<file path="src/sqp_pkg.sv">
// Shared types and codes for the sorted priority queue.
`timescale 1ns / 1ps

package sqp_pkg;

  // Width of the occupancy field on the result port.
  localparam int OCC_W = 5;

  // Command codes on in_cmd; the unused code is served as a status query.
  typedef enum logic [1:0] {
    CMD_ENQ   = 2'd0,
    CMD_DEQ   = 2'd1,
    CMD_QUERY = 2'd2
  } cmd_t;

  // Status codes on out_status.
  typedef enum logic [1:0] {
    ST_OK    = 2'd0,
    ST_UNDER = 2'd1,
    ST_OVER  = 2'd2
  } status_t;

  // One stored entry.
  typedef struct packed {
    logic signed [31:0] data;
    logic signed [31:0] prio;
  } entry_t;

  // Operation broadcast to every cell of the chain.
  typedef struct packed {
    logic   enq;
    logic   deq;
    entry_t new_entry;
  } cell_ctrl_t;

endpackage

</file>
<file path="src/sorted_priority_queue.sv">
// Top level of the sorted priority queue: cell chain, occupancy, tail and result registers.
`timescale 1ns / 1ps

// Bounded priority queue of CAPACITY entries kept sorted by ascending signed
// priority in a row of shifting cells. A command is taken on any clock edge
// with start high; busy stays low, so one command can be issued every cycle.
// Each command yields exactly one result, shown on the out_ ports for one
// cycle with out_valid high, in the cycle after the command was taken. The
// receiver cannot stall: a result beat must be captured in the cycle it is
// shown. Every cell compares its own priority against the broadcast priority
// in parallel and moves one place at most. An enqueue goes before the first
// entry of greater or equal priority, except that a priority equal to the
// head's goes right after the head. Dequeue on empty reports underflow,
// enqueue on full reports overflow, and neither changes the queue. No
// clearing pass follows reset.
module sorted_priority_queue import sqp_pkg::*; #(
  parameter int CAPACITY = 16
) (
  input  logic               clk,
  input  logic               rst_n,
  input  logic               start,
  output logic               busy,
  input  logic [1:0]         in_cmd,
  input  logic signed [31:0] in_data,
  input  logic signed [31:0] in_priority,
  output logic               out_valid,
  output logic [1:0]         out_status,
  output logic signed [31:0] out_data,
  output logic signed [31:0] out_priority,
  output logic signed [31:0] out_head_data,
  output logic signed [31:0] out_head_priority,
  output logic signed [31:0] out_tail_data,
  output logic signed [31:0] out_tail_priority,
  output logic [OCC_W-1:0]   out_occupancy,
  output logic               out_is_empty
);

  localparam int CNT_W = $clog2(CAPACITY + 1);

  logic [CNT_W-1:0] count_r;
  logic [CNT_W-1:0] count_nxt;
  entry_t           tail_r;
  entry_t           tail_nxt;
  logic             valid_r;
  status_t          status_r;
  status_t          status_nxt;
  entry_t           deq_r;
  entry_t           deq_nxt;
  cell_ctrl_t       ctrl;
  logic             full;
  logic             empty;
  logic             at_end;
  entry_t           new_entry;

  entry_t cell_entry [CAPACITY];
  logic   cell_ins   [CAPACITY];

  assign busy      = 1'b0;
  assign full      = (count_r == CNT_W'(CAPACITY));
  assign empty     = (count_r == '0);
  assign new_entry = '{data: in_data, prio: in_priority};

  // The new entry becomes the tail when it lands behind every stored entry.
  always_comb begin
    if (empty) begin
      at_end = 1'b1;
    end else if (count_r == CNT_W'(1)) begin
      at_end = !(in_priority < tail_r.prio);
    end else begin
      at_end = (tail_r.prio < in_priority);
    end
  end

  // Decode the command into the cell broadcast and the next bookkeeping.
  always_comb begin
    ctrl.enq       = 1'b0;
    ctrl.deq       = 1'b0;
    ctrl.new_entry = new_entry;
    count_nxt      = count_r;
    tail_nxt       = tail_r;
    status_nxt     = ST_OK;
    deq_nxt        = '0;
    if (start) begin
      unique case (cmd_t'(in_cmd))
        CMD_ENQ: begin
          if (full) begin
            status_nxt = ST_OVER;
          end else begin
            ctrl.enq  = 1'b1;
            count_nxt = count_r + CNT_W'(1);
            if (at_end) begin
              tail_nxt = new_entry;
            end
          end
        end
        CMD_DEQ: begin
          if (empty) begin
            status_nxt = ST_UNDER;
          end else begin
            ctrl.deq  = 1'b1;
            count_nxt = count_r - CNT_W'(1);
            deq_nxt   = cell_entry[0];
          end
        end
        default: begin
          status_nxt = ST_OK;
        end
      endcase
    end
  end

  // The chain of cells; the front cell has no left neighbor and the last
  // cell has no right neighbor.
  for (genvar i = 0; i < CAPACITY; i++) begin : g_cell
    entry_t left_entry;
    logic   left_ins;
    entry_t right_entry;

    if (i == 0) begin : g_front
      assign left_entry = cell_entry[0];
      assign left_ins   = 1'b0;
    end else begin : g_inner
      assign left_entry = cell_entry[i-1];
      assign left_ins   = cell_ins[i-1];
    end

    if (i == CAPACITY - 1) begin : g_last
      assign right_entry = cell_entry[i];
    end else begin : g_mid
      assign right_entry = cell_entry[i+1];
    end

    sqp_cell #(
      .CNT_W (CNT_W),
      .IDX   (i)
    ) u_cell (
      .clk         (clk),
      .ctrl        (ctrl),
      .count       (count_r),
      .left_entry  (left_entry),
      .left_ins    (left_ins),
      .right_entry (right_entry),
      .entry       (cell_entry[i]),
      .ins         (cell_ins[i])
    );
  end

  // Control state: occupancy and the result strobe.
  always_ff @(posedge clk) begin
    if (!rst_n) begin
      count_r <= '0;
      valid_r <= 1'b0;
    end else begin
      count_r <= count_nxt;
      valid_r <= start;
    end
  end

  // Payload state: tail copy and the per-command result fields.
  always_ff @(posedge clk) begin
    tail_r <= tail_nxt;
    if (start) begin
      status_r <= status_nxt;
      deq_r    <= deq_nxt;
    end
  end

  // Result beat, read from the state left by the last command.
  assign out_valid         = valid_r;
  assign out_status        = status_r;
  assign out_data          = deq_r.data;
  assign out_priority      = deq_r.prio;
  assign out_head_data     = empty ? 32'sd0 : cell_entry[0].data;
  assign out_head_priority = empty ? 32'sd0 : cell_entry[0].prio;
  assign out_tail_data     = empty ? 32'sd0 : tail_r.data;
  assign out_tail_priority = empty ? 32'sd0 : tail_r.prio;
  assign out_occupancy     = OCC_W'(count_r);
  assign out_is_empty      = empty;

  // Every taken command produces a result beat in the next cycle.
  a_result_follows: assert property (@(posedge clk) disable iff (!rst_n)
    start |=> out_valid)
    else $error("command taken without a result beat");

  // Occupancy never exceeds the capacity.
  a_count_bound: assert property (@(posedge clk) disable iff (!rst_n)
    count_r <= CNT_W'(CAPACITY))
    else $error("occupancy beyond capacity");

  // Underflow is reported only with an empty queue.
  a_underflow_empty: assert property (@(posedge clk) disable iff (!rst_n)
    (out_valid && (out_status == ST_UNDER)) |-> out_is_empty)
    else $error("underflow reported on a non-empty queue");

  // A non-empty queue keeps its head at or below its tail.
  a_sorted_ends: assert property (@(posedge clk) disable iff (!rst_n)
    (out_valid && !out_is_empty) |-> (out_head_priority <= out_tail_priority))
    else $error("head priority above tail priority");

endmodule

</file>
<file path="src/sqp_cell.sv">
// One cell of the sorted chain: holds a single entry and shifts with its neighbors.
`timescale 1ns / 1ps

module sqp_cell import sqp_pkg::*; #(
  parameter int CNT_W = 5,
  parameter int IDX   = 0
) (
  input  logic             clk,
  input  cell_ctrl_t       ctrl,
  input  logic [CNT_W-1:0] count,
  input  entry_t           left_entry,
  input  logic             left_ins,
  input  entry_t           right_entry,
  output entry_t           entry,
  output logic             ins
);

  entry_t entry_r;
  entry_t entry_nxt;
  logic   occupied;

  // A cell holds a live entry when its position lies below the occupancy.
  assign occupied = (count > CNT_W'(IDX));

  // The new entry goes at or before this cell. The front cell yields only to
  // a strictly smaller priority, so an equal priority lands right after it.
  always_comb begin
    if (!occupied) begin
      ins = 1'b1;
    end else if (IDX == 0) begin
      ins = (ctrl.new_entry.prio < entry_r.prio);
    end else begin
      ins = (entry_r.prio >= ctrl.new_entry.prio);
    end
  end

  // Enqueue shifts toward the tail from the insertion point; dequeue shifts
  // everything one place toward the head.
  always_comb begin
    entry_nxt = entry_r;
    if (ctrl.enq) begin
      if (ins && !left_ins) begin
        entry_nxt = ctrl.new_entry;
      end else if (ins) begin
        entry_nxt = left_entry;
      end
    end else if (ctrl.deq) begin
      entry_nxt = right_entry;
    end
  end

  always_ff @(posedge clk) begin
    entry_r <= entry_nxt;
  end

  assign entry = entry_r;

endmodule
</file>
<file path="config.mk">
export PLATFORM = sky130hd
export DESIGN_NAME = sorted_priority_queue
export DESIGN_NICKNAME = d
export VERILOG_FILES = /design/src/sqp_pkg.sv /design/src/sorted_priority_queue.sv /design/src/sqp_cell.sv
export SDC_FILE = /design/constraint.sdc
export NUM_CORES = 2
export LEC_CHECK = 0
export BUFFER_PORTS_ARGS = -buffer_cell sky130_fd_sc_hd__buf_2
export CORE_UTILIZATION = 60
export DETAILED_ROUTE_END_ITERATION = 16
export HOLD_SLACK_MARGIN = 0.02
export PLACE_DENSITY = 0.75
export SLEW_MARGIN = 25
export SYNTH_ARGS = -nofsm -noshare
export SYNTH_HDL_FRONTEND = slang
export SYNTH_HIERARCHICAL = 1
export SYNTH_SLANG_ARGS = --single-unit
</file>
<file path="constraint.sdc">
create_clock -name clk -period 10 [get_ports clk]
set_clock_uncertainty 0.2 [all_clocks]
set_input_delay 1 -clock clk [delete_from_list [all_inputs] [get_ports clk]]
set_output_delay 1 -clock clk [all_outputs]
set_load 0.02 [all_outputs]
</file>
## After elaboration in Yosys (flattened, before gate mapping)

Cells that the tools add are included.

- Register bits: 1,160
- Bits in latches: 0
- Bits in writable memories: 0
- Memory bits (read-only): 0
- Bits of input ports: 69
- Output and inout port bits: 202
- Logic and storage cells: 246
- Memories kept: 0

- Add/subtract/negate cells: 2
- $mul: 0
- Divide/modulo/power cells: 0
- $lt $le $gt $ge: 34
- Equality and inequality tests: 20
- Shifts and indexed selects: 0
- Multiplexer cells: 94
- Bitwise logic cells: 2
- Reduce and logical (&&, ||, !) cells: 55

Operator list:

| cell | count |
|---|---|
| $mux 64 | 61 |
| $ge 32x32->1 | 15 |
| $mux 32 | 4 |
| $lt 32x32->1 | 3 |
| $ne 3x1->1 const B | 14 |
| $gt 5x4->1 const B | 8 |
| $reduce_and 2->1 | 16 |
| $mux 1 | 23 |
| $gt 5x3->1 const B | 4 |
| $logic_not 1->1 | 16 |
| $logic_and 1x1->1 | 15 |
| $gt 5x1->1 const B | 2 |
| $gt 5x2->1 const B | 2 |
| $mux 5 | 2 |
| $pmux 5 s2 | 1 |
| $reduce_and 4->1 | 2 |
| $reduce_bool 2->1 | 3 |
| $add 5x1->5 const B | 1 |
| $eq 5x1->1 const B | 1 |
| $eq 5x5->1 const B | 1 |
| $logic_not 5->1 | 1 |
| $sub 5x1->5 const B | 1 |
| $mux 2 | 2 |
| $ne 2x2->1 const B | 2 |
| 6 further kinds | 7 |

## Logic depth before layout (Yosys ltp)

- Word-level depth: 6
- Mapped depth: 15
- Gate-level depth less buffers: 13

## By module

Netlist, hierarchy kept.

By module, submodules not included:

| module | instances | cells an instance | area each (um2) | seq. area each (um2) |
|---|---|---|---|---|
| sqp_cell (g_cell[10].u_cell ...) | 3 | 403 | 4,205.3 | 1,921.8 |
| sorted_priority_queue | 1 | 520 | 6,468.7 | 4,023.9 |
| sqp_cell (g_cell[1].u_cell) | 1 | 565 | 5,477.8 | 1,921.8 |
| sqp_cell (g_cell[6].u_cell) | 1 | 565 | 5,464.0 | 1,921.8 |
| sqp_cell (g_cell[8].u_cell) | 1 | 487 | 4,443.0 | 1,921.8 |
| sqp_cell (g_cell[7].u_cell) | 1 | 484 | 4,425.5 | 1,921.8 |
| sqp_cell (g_cell[3].u_cell) | 1 | 483 | 4,395.5 | 1,921.8 |
| sqp_cell (g_cell[9].u_cell) | 1 | 488 | 4,383.0 | 1,921.8 |
| sqp_cell (g_cell[11].u_cell) | 1 | 483 | 4,377.9 | 1,921.8 |
| sqp_cell (g_cell[0].u_cell) | 1 | 400 | 4,316.6 | 1,921.8 |
| sqp_cell (g_cell[2].u_cell) | 1 | 402 | 4,227.8 | 1,921.8 |
| sqp_cell (g_cell[14].u_cell) | 1 | 402 | 4,201.5 | 1,921.8 |
| sqp_cell (g_cell[5].u_cell) | 1 | 402 | 4,200.3 | 1,921.8 |
| sqp_cell (g_cell[13].u_cell) | 1 | 402 | 4,199.0 | 1,921.8 |
| sqp_cell (g_cell[15].u_cell) | 1 | 402 | 4,194.0 | 1,921.8 |

## Least setup slack after synthesis

OpenSTA, ideal clock, no wires.

- Kind: reg2reg
- Start: reg count_r[0], in the netlist out_occupancy[0]
- End: reg g_cell[1].u_cell.entry_r (netlist bit g_cell[1].u_cell/entry[0]) (enable)
- Library setup time: 0.522 ns
- Arrival: 6.689 ns
- Required time: 9.278 ns
- Slack: 2.589 ns
- Cell stages (with the launch flop): 11
- Buffers on the path: 3
- Period minus slack after synthesis: 7.411 ns
- Cells stage by stage: dfxtp_1 > inv_1 > ha_1 > nor3b_2 > nand2_1 > and3_1 > clkbuf_1 > clkbuf_1 > clkbuf_1 > nor2_1 > a41oi_1

RTL lines:

| element | RTL line | RTL |
|---|---|---|
| start, declared | sorted_priority_queue.sv:40 | `logic [CNT_W-1:0] count_r;` |
| start signal, assigned | sorted_priority_queue.sv:154 | `count_r <= count_nxt;` |
| end signal, assigned | sqp_cell.sv:53 | `entry_r <= entry_nxt;` |
| end, declared | sqp_cell.sv:18 | `entry_t entry_r;` |

==> impl_metrics.yaml <==
outcome:
  status: "finished, final reports clean"
sta:
  rsz0062_at_grt: "false"
  timing.setup.tns_ps: 0
  finalWorstPathRequiredPeriod_ps: 6069
  fmax_mhz: 164.8
  fin_ws_ps: 3931
  worst_pin_slew_ps: 1130
  period_share: 0.6069
  max_slew_margin: 0.2457
  slew_violations: 0
  final-hold-violation-count: 0
  setup_viol: 0
worst_setup_path:
  crit_fanout: 108
  cp.required_ps: 10300
  path_class: "flop to flop"
  arrival_ps: 6370
  end_kind: "flop"
  startpoint_type: "flop"
global_routing:
  grt_pass1_vias: 57310
  overflow: 0
  grt_pass1_wl_um: 315700
  antenna_found_initial: 6
  grt_use_total: 0.2972
  grt_max_degree: 249
route:
  topRoutingLayerUsed: "met5"
  vias: 60120
  routed_via_density: 6.365
  drtAntennaViolNets: 0
  met3_length_um: 18430
  wl_per_cell_um: 21.04
  wl_met1_um: 88060
  drt_wl_total_um: 198700
  dr_wl_met2_um: 86340
  drcViolationCount: 0
  drtIter0Drc: 6915
  dr.pass1.iters: 8
die:
  io_pins: 271
  rows: 131
  die_w_um: 361.1
  start_util: 0.6061
  die_y_um: 361.1
  dieArea_um2: 130400
  coreArea_um2: 127700
clocking:
  cts_made_buffers: 132
  post-cts-setup-buffers: 0
  hold_buffers: 0
  cts_sinks: 1160
  post_cts.resized_instances: 0
  cts_tree: "done"
  clk_pin_slew_ps: 60
  clk_latency_ps: 780
  cts-root-buf: "clkbuf_16"
  htree_levels: 4
  cts_buffer_depth: 3
finish:
  multiInputGateArea_um2: 36540
  drive_above_1_share: 0.1023
  fill_cells: 9970
  regArea_um2: 34770
  nNetsFinal: 8293
  area_growth_pct: 6.304
placement:
  pre_cts_slack_ps: 3766
  dp_hpwl_um: 140500
  port-buffer-count: 269
  gp_congestion: 0.9294
synthesis:
  postSynthCellCount: 7693
  syn_area_um2: 77390
  ys_warn_count: 6
  syn_avg_cell_area_um2: 10.06
run:
  cap_violations: 0
power:
  cellLeakagePower_nw: 32.48
  p_per_area_nw_per_um2: 152.6
  vdd_drop_max_mv: 0.1181
worst_hold_path:
  hp-class: "input port to flop"
[layout make-up]
type                       count  share of cell area
multi-input combinational   5311              0.4442
inverter                     700             0.03199
tap                         1662             0.02528
clock buffer                 165             0.04319
clock inverter                73            0.005597
sequential                  1160              0.4227
timing repair buffer         373             0.02700
antenna                        1          0.00003042
[critical path, cell delays in order, from the launching register on]
cell and delay, ps:
dfxtp_1 1060, inv_1 180, ha_1 280, nor3b_2 200
nand2_1 120, and3_4 530, buf_4 620, buf_4 870
clkinv_2 990, a31oi_1 440, a21oi_1 100
[through the flow]
| stage | std cells | instance area [µm²] | hold slack, ps | power (mW) | utilization |
|---|---|---|---|---|---|
| 5_1_grt | 9444 | 82260 | 303.1 | 13.03 | 0.6443 |
| 6_report | 9445 | 82270 | 327.4 | 12.56 | 0.6443 |
| 4_1_cts | 9443 | 82210 | 270.0 | 12.57 | 0.6439 |
| 2_1_floorplan | 7694 | 77390 | 355.1 | 7.427 | - |
| 3_3_place_gp | 9203 | 78130 | 370.0 | 7.892 | 0.6119 |
| 3_5_place_dp | 9205 | 78200 | 385.1 | 7.992 | 0.6124 |
[registers in the layout (all words and copies together) (netlist names)]
signal               cells
out_data                32
g_cell.u_cell/entry   1024
out_valid                1
out_occupancy            5
out_status               2
tail_r                  64
out_priority            32
[path summary, 6_finish.rpt]
kind,start,to,slack (ps),cells past startpoint
worst max-delay path,out_occupancy[1],g_cell[9].u_cell/entry[9],3930,10
worst min-delay path,rst_n,out_occupancy[1],330,2
worst max register to register,out_occupancy[1],g_cell[9].u_cell/entry[9],3930,10
worst min register to register,g_cell[13].u_cell/entry[36],g_cell[12].u_cell/entry[36],400,2
[placed cells by master (no fill, tap or decap), types with 9 or more instances in the layout]
cell       count
a2111oi_0      9
a211o_1       12
a21o_1        33
a21oi_1     1053
a21oi_2       15
a221o_1       11
a221oi_1      14
a2bb2oi_1     11
a31oi_1      326
a31oi_4       15
and2_1       260
and3_1        67
buf_2        269
buf_4         95
clkbuf_1      26
clkbuf_16    137
clkinv_1      39
clkinv_2      25
edfxtp_1    1154
ha_1         546
inv_1        693
mux2i_1      576
nand2_1      266
nand3_1      123
nand4_1      118
nand4_2       16
nor2_1       951
nor2b_1       14
nor3_1        19
nor4_1        37
o2111ai_1    128
o211ai_1      13
o21a_1        15
o21ai_0      250
o21ai_1      133
o221ai_2     120
o31a_2         9
[where the power goes]
group          total, mW  switching [mW]  internal (mW)
combinational       2.03            1.34          0.691
clock               4.62            2.03           2.59
sequential          5.90           0.200           5.70
[per-layer routing]
layer / global-route usage / vias to the layer above
li1: - / 28490
met1: 0.4351 / 28370
met2: 0.4487 / 2895
met3: 0.04663 / 357
met4: 0.1005 / 12
met5: 0 / -
Note: power is estimated with default switching activity, not from simulation.
